===== src/design/kdef_pkg.sv =====
// ----------------------------------------------------------------------------
// kdef_pkg: shared types and constants for the key debounce event FIFO
// Holds the field widths, reset values, register and function codes, and the
// helper that forms a key code.
// ----------------------------------------------------------------------------
package kdef_pkg;

    localparam int NUM_KEYS_DEFAULT   = 4;
    localparam int FIFO_DEPTH_DEFAULT = 16;

    localparam int FILTER_TIME_W  = 6;
    localparam int FILTER_COUNT_W = 7;
    localparam int HOLD_W         = 16;
    localparam int KEY_CODE_W     = 4;
    localparam int CFG_DATA_W     = 16;
    localparam int CFG_INDEX_W    = 2;
    localparam int MAX_KEYS       = 16;

    localparam logic [FILTER_TIME_W-1:0]  FILTER_TIME_RESET     = 6'd5;
    localparam logic [HOLD_W-1:0]         LONG_PRESS_TIME_RESET = 16'd100;
    localparam logic [MAX_KEYS-1:0]       ACTIVE_HIGH_RESET     = 16'd8;
    // The filter counters start at half of the reset filter time.
    localparam logic [FILTER_COUNT_W-1:0] FILTER_COUNT_RESET    =
        FILTER_COUNT_W'(FILTER_TIME_RESET / 2);

    typedef enum logic {
        FUNC_TICK = 1'b0,
        FUNC_READ = 1'b1
    } func_t;

    typedef enum logic [CFG_INDEX_W-1:0] {
        REG_FILTER_TIME      = 2'd0,
        REG_LONG_PRESS_TIME  = 2'd1,
        REG_ACTIVE_HIGH_MASK = 2'd2
    } reg_index_t;

    // Offsets added to 3k to form the code of key k.
    localparam int CODE_PRESS   = 1;
    localparam int CODE_RELEASE = 2;
    localparam int CODE_LONG    = 3;

    // Events raised by one key on one scan tick.
    typedef struct packed {
        logic press_evt;
        logic release_evt;
        logic long_evt;
    } key_evt_t;

    // Key code 3k + offset, kept to the low four bits for keys above four.
    function automatic logic [KEY_CODE_W-1:0] make_code(input int unsigned k,
                                                        input int unsigned offset);
        int unsigned v;
        v = 3 * k + offset;
        return v[KEY_CODE_W-1:0];
    endfunction

endpackage


===== src/design/key_debounce_event_fifo.sv =====
// ----------------------------------------------------------------------------
// key_debounce_event_fifo: key debouncer with long-press events and code FIFO
// Takes one item per cycle while the result register is empty or being read; a read gives its result in the next cycle.
// Ticks update all key filters and the FIFO in the cycle they are accepted.
// Synchronous active-low reset loads the registers with their reset values,
// sets each filter count to half the reset filter time and empties the FIFO.
// ----------------------------------------------------------------------------
module key_debounce_event_fifo
    import kdef_pkg::*;
#(
    parameter int NUM_KEYS   = NUM_KEYS_DEFAULT,
    parameter int FIFO_DEPTH = FIFO_DEPTH_DEFAULT
) (
    input  logic                                 aclk,
    input  logic                                 aresetn,

    // Configuration write port.
    input  logic                                 cfg_we,
    input  logic [CFG_INDEX_W-1:0]               cfg_index,
    input  logic [CFG_DATA_W-1:0]                cfg_data,

    // Input items.
    input  logic                                 s_tvalid,
    output logic                                 s_tready,
    input  logic [((NUM_KEYS + 7) / 8) * 8-1:0]  s_tdata,   // pin_levels
    input  logic [0:0]                           s_tuser,   // func

    // Result items.
    output logic                                 m_tvalid,
    input  logic                                 m_tready,
    output logic [7:0]                           m_tdata    // key_code
);

    localparam int NUM_SLOTS = 2 * NUM_KEYS;

    // Configuration registers.
    logic [FILTER_TIME_W-1:0] filter_time_reg;
    logic [HOLD_W-1:0]        long_press_time_reg;
    logic [NUM_KEYS-1:0]      active_high_mask_reg;

    logic                     m_tvalid_reg, m_tvalid_next;

    logic                     item_accept;
    logic                     tick_accept;
    logic                     read_accept;
    logic [NUM_KEYS-1:0]      key_pressed;
    key_evt_t                 key_evt [NUM_KEYS];

    logic [NUM_SLOTS-1:0]                 push;
    logic [NUM_SLOTS-1:0][KEY_CODE_W-1:0] push_code;
    logic [KEY_CODE_W-1:0]                rd_data;

    // Registers take a write in the cycle the enable is high. An index that
    // names no register is ignored.
    always_ff @(posedge aclk) begin
        if (!aresetn) begin
            filter_time_reg      <= FILTER_TIME_RESET;
            long_press_time_reg  <= LONG_PRESS_TIME_RESET;
            active_high_mask_reg <= ACTIVE_HIGH_RESET[NUM_KEYS-1:0];
        end else if (cfg_we) begin
            case (reg_index_t'(cfg_index))
                REG_FILTER_TIME: begin
                    filter_time_reg <= cfg_data[FILTER_TIME_W-1:0];
                end
                REG_LONG_PRESS_TIME: begin
                    long_press_time_reg <= cfg_data[HOLD_W-1:0];
                end
                REG_ACTIVE_HIGH_MASK: begin
                    active_high_mask_reg <= cfg_data[NUM_KEYS-1:0];
                end
                default: begin
                end
            endcase
        end
    end

    // The output register parts the two sides: a new item is taken whenever
    // the held result is gone or is being taken in this same cycle. Ticks
    // produce no result, and a read fills the register it has just made room in.
    assign s_tready    = !m_tvalid_reg || m_tready;
    assign item_accept = s_tvalid && s_tready;
    assign tick_accept = item_accept && (func_t'(s_tuser[0]) == FUNC_TICK);
    assign read_accept = item_accept && (func_t'(s_tuser[0]) == FUNC_READ);

    always_comb begin
        if (read_accept) begin
            m_tvalid_next = 1'b1;
        end else if (m_tready) begin
            m_tvalid_next = 1'b0;
        end else begin
            m_tvalid_next = m_tvalid_reg;
        end
    end

    always_ff @(posedge aclk) begin
        if (!aresetn) begin
            m_tvalid_reg <= 1'b0;
        end else begin
            m_tvalid_reg <= m_tvalid_next;
        end
    end

    // One filter per key. A key counts as pressed when its pin level equals
    // its polarity bit.
    for (genvar k = 0; k < NUM_KEYS; k++) begin : g_key
        assign key_pressed[k] = (s_tdata[k] == active_high_mask_reg[k]);

        kdef_key u_key (
            .aclk            (aclk),
            .aresetn         (aresetn),
            .tick            (tick_accept),
            .pressed         (key_pressed[k]),
            .filter_time     (filter_time_reg),
            .long_press_time (long_press_time_reg),
            .evt             (key_evt[k])
        );

        // Each key owns two FIFO slots in scan order: first the press or
        // release code (never both on one tick), then the long-press code.
        assign push[2*k]        = key_evt[k].press_evt || key_evt[k].release_evt;
        assign push_code[2*k]   = key_evt[k].press_evt ? make_code(k, CODE_PRESS)
                                                       : make_code(k, CODE_RELEASE);
        assign push[2*k+1]      = key_evt[k].long_evt;
        assign push_code[2*k+1] = make_code(k, CODE_LONG);
    end

    // The FIFO keeps one entry free to tell full from empty, so it holds at
    // most FIFO_DEPTH-1 codes. Codes beyond that on a tick are dropped. Its
    // read data register is the result register of this block.
    kdef_fifo #(
        .FIFO_DEPTH (FIFO_DEPTH),
        .NUM_SLOTS  (NUM_SLOTS)
    ) u_fifo (
        .aclk      (aclk),
        .aresetn   (aresetn),
        .push      (push),
        .push_code (push_code),
        .pop       (read_accept),
        .rd_data   (rd_data)
    );

    assign m_tvalid = m_tvalid_reg;
    assign m_tdata  = {{(8 - KEY_CODE_W){1'b0}}, rd_data};

endmodule


===== src/design/kdef_key.sv =====
// ----------------------------------------------------------------------------
// kdef_key: hysteresis debounce filter and long-press timer for one key
// Updates its counters on each scan tick and reports the events that the tick
// raises in the same cycle.
// ----------------------------------------------------------------------------
module kdef_key
    import kdef_pkg::*;
(
    input  logic                     aclk,
    input  logic                     aresetn,
    input  logic                     tick,
    input  logic                     pressed,
    input  logic [FILTER_TIME_W-1:0] filter_time,
    input  logic [HOLD_W-1:0]        long_press_time,
    output key_evt_t                 evt
);

    logic [FILTER_COUNT_W-1:0] filter_count_reg, filter_count_next;
    logic                      pressed_flag_reg, pressed_flag_next;
    logic [HOLD_W-1:0]         hold_count_reg, hold_count_next;

    logic [FILTER_COUNT_W-1:0] ft_ext;
    logic [FILTER_COUNT_W-1:0] ft_twice;
    logic [HOLD_W-1:0]         hold_inc;

    assign ft_ext   = {1'b0, filter_time};
    assign ft_twice = {filter_time, 1'b0};
    assign hold_inc = hold_count_reg + 1'b1;

    always_comb begin
        filter_count_next = filter_count_reg;
        pressed_flag_next = pressed_flag_reg;
        hold_count_next   = hold_count_reg;
        evt               = '0;
        if (tick) begin
            if (pressed) begin
                if (filter_count_reg < ft_ext) begin
                    filter_count_next = ft_ext;
                end else if (filter_count_reg < ft_twice) begin
                    filter_count_next = filter_count_reg + 1'b1;
                end else begin
                    // Settled pressed: report the press once, then time the hold.
                    if (!pressed_flag_reg) begin
                        pressed_flag_next = 1'b1;
                        evt.press_evt     = 1'b1;
                    end
                    if (long_press_time != '0 && hold_count_reg < long_press_time) begin
                        hold_count_next = hold_inc;
                        evt.long_evt    = (hold_inc == long_press_time);
                    end
                end
            end else begin
                if (filter_count_reg > ft_ext) begin
                    filter_count_next = ft_ext;
                end else if (filter_count_reg != '0) begin
                    filter_count_next = filter_count_reg - 1'b1;
                end else if (pressed_flag_reg) begin
                    pressed_flag_next = 1'b0;
                    evt.release_evt   = 1'b1;
                end
                hold_count_next = '0;
            end
        end
    end

    always_ff @(posedge aclk) begin
        if (!aresetn) begin
            filter_count_reg <= FILTER_COUNT_RESET;
            pressed_flag_reg <= 1'b0;
            hold_count_reg   <= '0;
        end else begin
            filter_count_reg <= filter_count_next;
            pressed_flag_reg <= pressed_flag_next;
            hold_count_reg   <= hold_count_next;
        end
    end

endmodule


===== src/design/kdef_fifo.sv =====
// ----------------------------------------------------------------------------
// kdef_fifo: ring buffer of key codes with several pushes per cycle
// Stores the pushed codes in slot order until full, drops the rest, and
// registers the oldest code (or zero when empty) on a pop.
// ----------------------------------------------------------------------------
module kdef_fifo
    import kdef_pkg::*;
#(
    parameter int FIFO_DEPTH = FIFO_DEPTH_DEFAULT,
    parameter int NUM_SLOTS  = 2 * NUM_KEYS_DEFAULT
) (
    input  logic                                  aclk,
    input  logic                                  aresetn,
    input  logic [NUM_SLOTS-1:0]                  push,
    input  logic [NUM_SLOTS-1:0][KEY_CODE_W-1:0]  push_code,
    input  logic                                  pop,
    output logic [KEY_CODE_W-1:0]                 rd_data
);

    localparam int PTR_W  = $clog2(FIFO_DEPTH);
    localparam int RANK_W = $clog2(NUM_SLOTS + 1);
    localparam int SUM_W  = ((PTR_W > RANK_W) ? PTR_W : RANK_W) + 1;
    localparam logic [SUM_W-1:0] DEPTH_S = SUM_W'(FIFO_DEPTH);
    localparam logic [SUM_W-1:0] LIMIT_S = SUM_W'(FIFO_DEPTH - 1);

    logic [KEY_CODE_W-1:0] store [FIFO_DEPTH];
    logic [PTR_W-1:0]      rd_ptr_reg, rd_ptr_next;
    logic [PTR_W-1:0]      wr_ptr_reg, wr_ptr_next;
    logic [PTR_W-1:0]      count_reg, count_next;
    logic [KEY_CODE_W-1:0] rd_data_reg;

    logic [SUM_W-1:0]     free_s;
    logic [SUM_W-1:0]     rank   [NUM_SLOTS];
    logic [NUM_SLOTS-1:0] accept;
    logic [PTR_W-1:0]     slot   [NUM_SLOTS];
    logic [SUM_W-1:0]     n_push;
    logic [SUM_W-1:0]     n_acc;
    logic [SUM_W-1:0]     wr_sum;
    logic [SUM_W-1:0]     rd_sum;
    logic                 empty;
    logic                 pop_ok;

    function automatic logic [PTR_W-1:0] wrap(input logic [SUM_W-1:0] v);
        logic [SUM_W-1:0] r;
        r = (v >= DEPTH_S) ? (v - DEPTH_S) : v;
        return r[PTR_W-1:0];
    endfunction

    assign empty  = (count_reg == '0);
    assign pop_ok = pop && !empty;
    assign free_s = LIMIT_S - SUM_W'(count_reg);

    // Each pushed code lands at the write pointer plus the number of codes
    // pushed ahead of it, as long as that stays within the free space.
    always_comb begin
        for (int j = 0; j < NUM_SLOTS; j++) begin
            rank[j]   = '0;
            for (int i = 0; i < j; i++) begin
                rank[j] = rank[j] + SUM_W'(push[i]);
            end
            accept[j] = push[j] && (rank[j] < free_s);
            slot[j]   = wrap(SUM_W'(wr_ptr_reg) + rank[j]);
        end
        n_push = SUM_W'($countones(push));
        n_acc  = (n_push < free_s) ? n_push : free_s;
        wr_sum = SUM_W'(wr_ptr_reg) + n_acc;
        rd_sum = SUM_W'(rd_ptr_reg) + SUM_W'(pop_ok);
        wr_ptr_next = wrap(wr_sum);
        rd_ptr_next = wrap(rd_sum);
        count_next  = PTR_W'(SUM_W'(count_reg) + n_acc - SUM_W'(pop_ok));
    end

    always_ff @(posedge aclk) begin
        for (int j = 0; j < NUM_SLOTS; j++) begin
            if (accept[j]) begin
                store[slot[j]] <= push_code[j];
            end
        end
        if (pop) begin
            rd_data_reg <= empty ? '0 : store[rd_ptr_reg];
        end
    end

    always_ff @(posedge aclk) begin
        if (!aresetn) begin
            rd_ptr_reg <= '0;
            wr_ptr_reg <= '0;
            count_reg  <= '0;
        end else begin
            rd_ptr_reg <= rd_ptr_next;
            wr_ptr_reg <= wr_ptr_next;
            count_reg  <= count_next;
        end
    end

    assign rd_data = rd_data_reg;

endmodule

===== config.mk =====
export PLATFORM = sky130hd
export DESIGN_NAME = key_debounce_event_fifo
export DESIGN_NICKNAME = d
export VERILOG_FILES = /design/src/design/kdef_pkg.sv /design/src/design/key_debounce_event_fifo.sv /design/src/design/kdef_key.sv /design/src/design/kdef_fifo.sv
export SDC_FILE = /design/constraint.sdc
export NUM_CORES = 1
export LEC_CHECK = 0
export CAP_MARGIN = 40
export CORE_ASPECT_RATIO = 0.75
export CORE_UTILIZATION = 55
export DETAILED_ROUTE_END_ITERATION = 8
export DONT_BUFFER_PORTS = 1
export HOLD_SLACK_MARGIN = 0.03
export PLACE_DENSITY = 0.68
export RECOVER_POWER = 100
export SLEW_MARGIN = 0
export SYNTH_ARGS = -nofsm -noshare
export SYNTH_HDL_FRONTEND = slang
export SYNTH_SLANG_ARGS = --single-unit

===== constraint.sdc =====
create_clock -name aclk -period 10.6 [get_ports aclk]
set_clock_uncertainty 0.1 [all_clocks]
set_input_delay 1.59 -clock aclk [delete_from_list [all_inputs] [get_ports aclk]]
set_output_delay 1.59 -clock aclk [all_outputs]
set_load 0.1 [all_outputs]

==> summary.txt, run 1 <==
Power and ir drop
  • NetSw: 870.9 uW
  • Clock power share: 38.3%
  • Max VDD drop: around 0.14 mV
  • Leak: around 0.0088 uW
  • Int Pwr: 1594 uW
  • Seq pwr share: 36.9%
  • Logic pwr share: around a quarter
  • PwrDens: 114.0 mW/mm2
  • Switching share of total power: 35.33%

Floorplan
  • Core Region: 0.03603 mm2
  • Die Y: 168.2 um
  • Number of placement rows: 60
  • Die width: between 200 and 250 um
  • Starting Density: 56.20%
  • I/O Pins: 42
  • Die Area: ~0.038 mm2

Global routing
  • First-pass GRT wire length: 123,600 um
  • GRT Resource Usage Total: 43.33%
  • Number of global-route vias before repair: approximately 20k
  • Largest net degree at the start of global routing: 99
  • Antenna violations before repair: 2
  • Aggregate global routing overflow: 0

Detailed routing
  • Via density: 7.155
  • Wire length per cell: around 27 um
  • Final WL: between 80,000 and 90,000 um
  • Final routed DRC violation total: 0
  • Initial DRC Count: 3,335
  • Detail Route Antenna Nets: 0
  • DR vias: 22.20k
  • Drt first pass iters: 6

Yosys
  • Synth area leaders: dfxtp_1, ha_1, nand2_1
  • Top FF cell, synth: dfxtp_1
  • Post-synth EDFFs: 4
  • Largest area contributor in the netlist: dfxtp_1
  • Post-synthesis cell count: about 2.7k
  • Synth Warn #: 0
  • Post-synthesis async set-or-reset flop share: 0%
  • Post-synth cell types: 92
  • Post-Syn Area: roughly 0.020 mm2
  • Area fraction of the dominant cell type after synthesis: about 20%
  • Mean Syn Cell Area: 7.571 um2
  • Synth Register Bits: 203
  • Sequential share of the synthesized area: 20.26%

Clock tree
  • Clock latency on the worst-skew pair: 570 ps
  • CTS Buf Count: 24
  • Clk slew on worst S/H paths: 60 ps
  • CTS root buffer: clkbuf_16
  • Post-CTS Hold Buffers: 0
  • Clock buffer depth: 3
  • Htree depth: 1
  • Post-CTS setup buffers: 0
  • Post-cts gate resize count: 0
  • Sink Count: 203
  • CTS tree: built

Min path
  • HP Class: flip-flop to flip-flop
  • Hold Startpoint: u_fifo.store[12][3]$_SDFFE_PP1P_

Setup path
  • R2R Path Start: filter_time_reg[4]$_SDFFE_PN0P_
  • Slowest CP cell: or4b_2
  • Worst Path Max Fanout: 11
  • Critical Path AT: 10,040 ps
  • Worst setup SP type: flip-flop
  • Cell mode on critical path: inv_1
  • Flop2flop setup slack: 940 ps
  • Worst setup startpoint: filter_time_reg[4]$_SDFFE_PN0P_
  • CP Data Required Time: between 10,000 and 15,000 ps
  • Crit-path max cell delay: around 800 ps
  • Worst Setup End Kind: flip-flop
  • CP Class: flip-flop to flip-flop

Timing
  • Worst slew margin: 18.18%
  • Final slew viol count: 0
  • Final Cycle Share: between 90% and 100%
  • Tmin final: slightly below 10,000 ps
  • Least-Margin Pin Slew: between 1000 and 1500 ps
  • Endpoints failing setup: 0
  • Sum Neg Setup Slack: 0 ps
  • Fmax: approximately 100 MHz
  • RSZ-0062 raised after global routing: no
  • Hold WS: 368.9 ps
  • Hold Violations, Final: 0

Status
  • Status: completed

Placement
  • Number of port buffers: 0
  • RD Place Congestion: 1.055
  • Final HPWL DP: roughly 65,000 um

Run
  • Max Cap Viol: 0

Layout
  • Layout area overhead: 6.740%
  • Fin nets: 2,850
  • Fill count: 3,236
  • ANT cells: 0
  • Layout cells sized above 1: 6.179%
## cell families after synthesis
kind of cell             count (synthesis)  share of synthesized area, %
AO/OA/AOI/OAI                          761                         25.09
XOR/XNOR                               148                         6.400
other                                    1                       0.01852
buffers and inverters                  239                         4.572
AND/OR/NAND/NOR                       1093                         28.07
adder cells (fa/ha/maj)                198                         12.75
flip-flops                             203                         20.26
multiplexers                            32                         2.829
## final cells by class
| class | count | area (um2) | area share (%) |
|---|---|---|---|
| multi-input combinational | 2236 | 15260 | 70.60 |
| sequential | 203 | 4104 | 18.98 |
| clock buffer | 29 | 649.4 | 3.004 |
| tap | 465 | 581.8 | 2.691 |
| timing repair buffer | 63 | 449.2 | 2.078 |
| inverter | 92 | 345.3 | 1.597 |
| clock inverter | 15 | 225.2 | 1.042 |
## synth_stat cells (all sizes together) (26+ instances only)
library cell and n:
nand3 139, o21ai 162, ha 184, buf 29
nor3 68, and3 48, xnor2 83, a21o 36
nand4 40, a21oi 164, a211oi 38, and2 51
nor2 211, clkbuf 118, xor2 65, a21boi 42
o211ai 48, nand2b 26, inv 92, a31oi 36
nor4 50, nand2 275, nor2b 46, dfxtp 199
## placed cells by master (no fill, tap or decap), types with 21 or more instances in the layout
master       n
o22ai_1     21
nand2b_1    26
o21a_1      25
xnor2_1     83
and2_0      21
dfxtp_1    199
clkbuf_16   24
inv_1       92
a21o_1      36
nand3_1    138
o211ai_1    48
and2_1      30
nor2_1     211
xor2_1      63
nand2_1    275
o21ai_0    160
nor3_1      64
a211oi_1    38
a31oi_1     36
and3_1      48
a21oi_1    164
ha_1       184
or3_1       21
buf_4       44
a21boi_0    42
nor4_1      43
nand4_1     39
nor2b_1     46
## final timing paths
path / endpoint / cells after the start
worst max-delay path: u_fifo.store[3][0]$_SDFFE_PP0P_ / 30
worst min-delay path: u_fifo.store[12][3]$_SDFFE_PP1P_ / 1
worst max register to register: u_fifo.store[3][0]$_SDFFE_PP0P_ / 30
worst min register to register: u_fifo.store[12][3]$_SDFFE_PP1P_ / 1
## worst max-delay path, delay by kind of cell (launching register included)
family                   cells  cell delay [ps]
AO/OA/AOI/OAI                7             1870
AND/OR/NAND/NOR              7             2450
XOR/XNOR                     2              590
adder cells (fa/ha/maj)      6             2210
flip-flops                   1              570
buffers and inverters        8             1760
## power by group through the flow
stage               sequential (uW)  clock, uW  combinational [uW]
floorplan                       870          0                 444
CTS                             901        943                 592
global placement                917          0                 561
global route                    909        975                 664
detailed placement              918          0                 588
finish                          908        944                 612
## through the flow
step / util [%] / instance area [um2] / std cells / setup WS, ps / power [uW]
after floorplan: - / 20260 / 2678 / 1431 / 1314
after global placement: 57.40 / 20680 / 3047 / 1655 / 1478
after detailed placement: 57.71 / 20800 / 3058 / 1475 / 1506
after CTS: 60.14 / 21670 / 3102 / 1595 / 2436
after global routing: 59.99 / 21620 / 3103 / 481.4 / 2548
final: 59.99 / 21620 / 3103 / 938.1 / 2465
## metal layers
layer | GRT usage [%] | wire, um | vias up
met5 | 1.806 | 103 | -
met2 | 58.34 | 31620 | 1606
met4 | 11.08 | 2292 | 4
met3 | 17.21 | 13660 | 183
li1 | - | - | 9849
met1 | 62.78 | 36140 | 10561
No activity file was read; power rests on OpenSTA's default activity.
==> run 2, diff against run 1 <==
Settings changed: CTS_BUF_LIST set to sky130_fd_sc_hd__clkbuf_2.
==> summary.txt, run 2 (same netlist as run 1, synthesis figures left out) <==
Power and ir drop
  • PwrDens: roughly 100 mW/mm2
  • Max VDD drop: around 0.14 mV
  • NetSw: 879.1 uW
  • Clock power share: between 20% and 30%
  • Logic pwr share: 29.0%
  • Leak: 0.008716 uW
  • Seq pwr share: roughly 43%
  • Int Pwr: 1235 uW
  • Switching share of total power: 41.58%

Detailed routing
  • Initial DRC Count: about 3.2k
  • Final routed DRC violation total: 0
  • Drt first pass iters: 6
  • Via density: ~7
  • Final WL: roughly 84,000 um
  • Detail Route Antenna Nets: 0
  • DR vias: around 22k
  • Wire length per cell: 26.67 um

Global routing
  • GRT Resource Usage Total: 43.50%
  • Aggregate global routing overflow: 0
  • First-pass GRT wire length: 123,900 um
  • Number of global-route vias before repair: 20.28k
  • Antenna violations before repair: 3
  • Largest net degree at the start of global routing: 99

Min path
  • HP Class: flip-flop to flip-flop
  • Worst hold path depth: 2

Setup path
  • CP Data Required Time: 11,330 ps
  • Cell mode on critical path: inv_1
  • CP bufs+invs: 7
  • R2R depth: 29
  • Slowest CP cell: or4b_2
  • CP Class: flip-flop to flip-flop
  • Crit-path max cell delay: between 800 and 900 ps
  • Largest delay contributor family on the critical path: compound AO/OA/AOI/OAI gates
  • Critical Path AT: between 10,000 and 15,000 ps
  • Worst setup SP type: flip-flop
  • Worst path depth: 29
  • Worst Path Max Fanout: 11
  • Worst Setup End Kind: flip-flop

Timing
  • Worst slew margin: between 10% and 20%
  • Final WS setup: roughly 920 ps
  • Endpoints failing setup: 0
  • Fmax: 103.3 MHz
  • Hold Violations, Final: 0
  • RSZ-0062 raised after global routing: no
  • Tmin final: roughly 9700 ps
  • Final Cycle Share: 91.35%
  • Sum Neg Setup Slack: 0 ps
  • Final slew viol count: 0
  • Least-Margin Pin Slew: 1276 ps

Clock tree
  • Post-CTS setup buffers: 0
  • Sink Count: slightly above 200
  • CTS tree: built
  • Clock buffer depth: 3
  • Clock latency on the worst-skew pair: between 1000 and 1500 ps
  • Post-cts gate resize count: 0
  • CTS root buffer: clkbuf_2
  • Htree depth: 2
  • Clk slew on worst S/H paths: 120 ps
  • CTS Buf Count: 53
  • Post-CTS Hold Buffers: 0

Placement
  • Number of port buffers: 0
  • Final HPWL DP: 64,880 um
  • Placed insts: 3,058
  • Post-Place Setup Slack: 1475 ps
  • RD Place Congestion: 1.055

Floorplan
  • Core Region: 0.03603 mm2
  • Die width: 223.6 um
  • I/O Pins: 42
  • Number of placement rows: 60
  • Starting Density: between 50% and 60%
  • Die Area: 0.03760 mm2
  • Die Y: 168.2 um

Run
  • Max Cap Viol: 0

Layout
  • Layout area overhead: 4.806%
  • Most frequent cells in the layout: nand2_1, nor2_1, dfxtp_1
  • Fin nets: 2,879
  • Layout cells sized above 1: between 7 and 8%
  • Most common cell after layout, fill and taps aside: nand2_1
  • Cell Count, Final, Fillers Out: 3,152

Status
  • Status: completed
run 2: routing by layer:
metal	vias to the layer above	share of wire (%)	GRT usage (%)
met2	1633	37	57.92
li1	9946	-	-
met1	10599	43	63.20
met4	6	3.0	12.75
met3	217	16	16.91
met5	-	0.14	1.806
run 2: stage by stage:
stage                     cell area [um2]  utilization (%)  total power, uW  hold slack [ps]
final                               21230            58.91             2114            378.8
after floorplan                     20260                -             1314            320.1
after global routing                21230            58.91             2210            397.6
after CTS                           21270            59.02             2087            376.6
after global placement              20680            57.40             1478            352.1
after detailed placement            20800            57.71             1506            351.9
run 2: power groups by stage:
stage / clock network (uW) / registers (uW) / logic (uW)
global placement: 0 / 917 / 561
finish: 594 / 907 / 613
global route: 637 / 909 / 664
floorplan: 0 / 870 / 444
CTS: 595 / 900 / 592
detailed placement: 0 / 918 / 588
run 2: worst paths after layout:
kind,start,end,slack [ps]
max reg2reg,filter_time_reg[4]$_SDFFE_PN0P_,u_fifo.store[14][0]$_SDFFE_PP0P_,920
min reg2reg,u_fifo.store[9][2]$_SDFFE_PP1P_,u_fifo.store[9][2]$_SDFFE_PP1P_,380
min,u_fifo.store[9][2]$_SDFFE_PP1P_,u_fifo.store[9][2]$_SDFFE_PP1P_,380
max,filter_time_reg[4]$_SDFFE_PN0P_,u_fifo.store[14][0]$_SDFFE_PP0P_,920
run 2: worst reg2reg max path, delay by kind of cell, from the launching register on:
family                     cells  cell delay (ps)
AOI/OAI and AO/OA              8             2490
xor gates and xnor gates       2              590
adders and majority gates      6             2230
and+or+nand+nor                6             2050
DFF                            1              570
buffers and inverters          7             1420
run 2: area by class of cell:
cell class / count / area (um2)
Clock inverter: 27 / 147.6
Clock buffer: 65 / 325.3
Tap cell: 465 / 581.8
Timing Repair Buffer: 63 / 456.7
Fill cell: 3337 / 14810
Antenna cell: 1 / 2.502
Sequential cell: 203 / 4104
Inverter: 92 / 345.3
Multi-Input combinational cell: 2236 / 15260
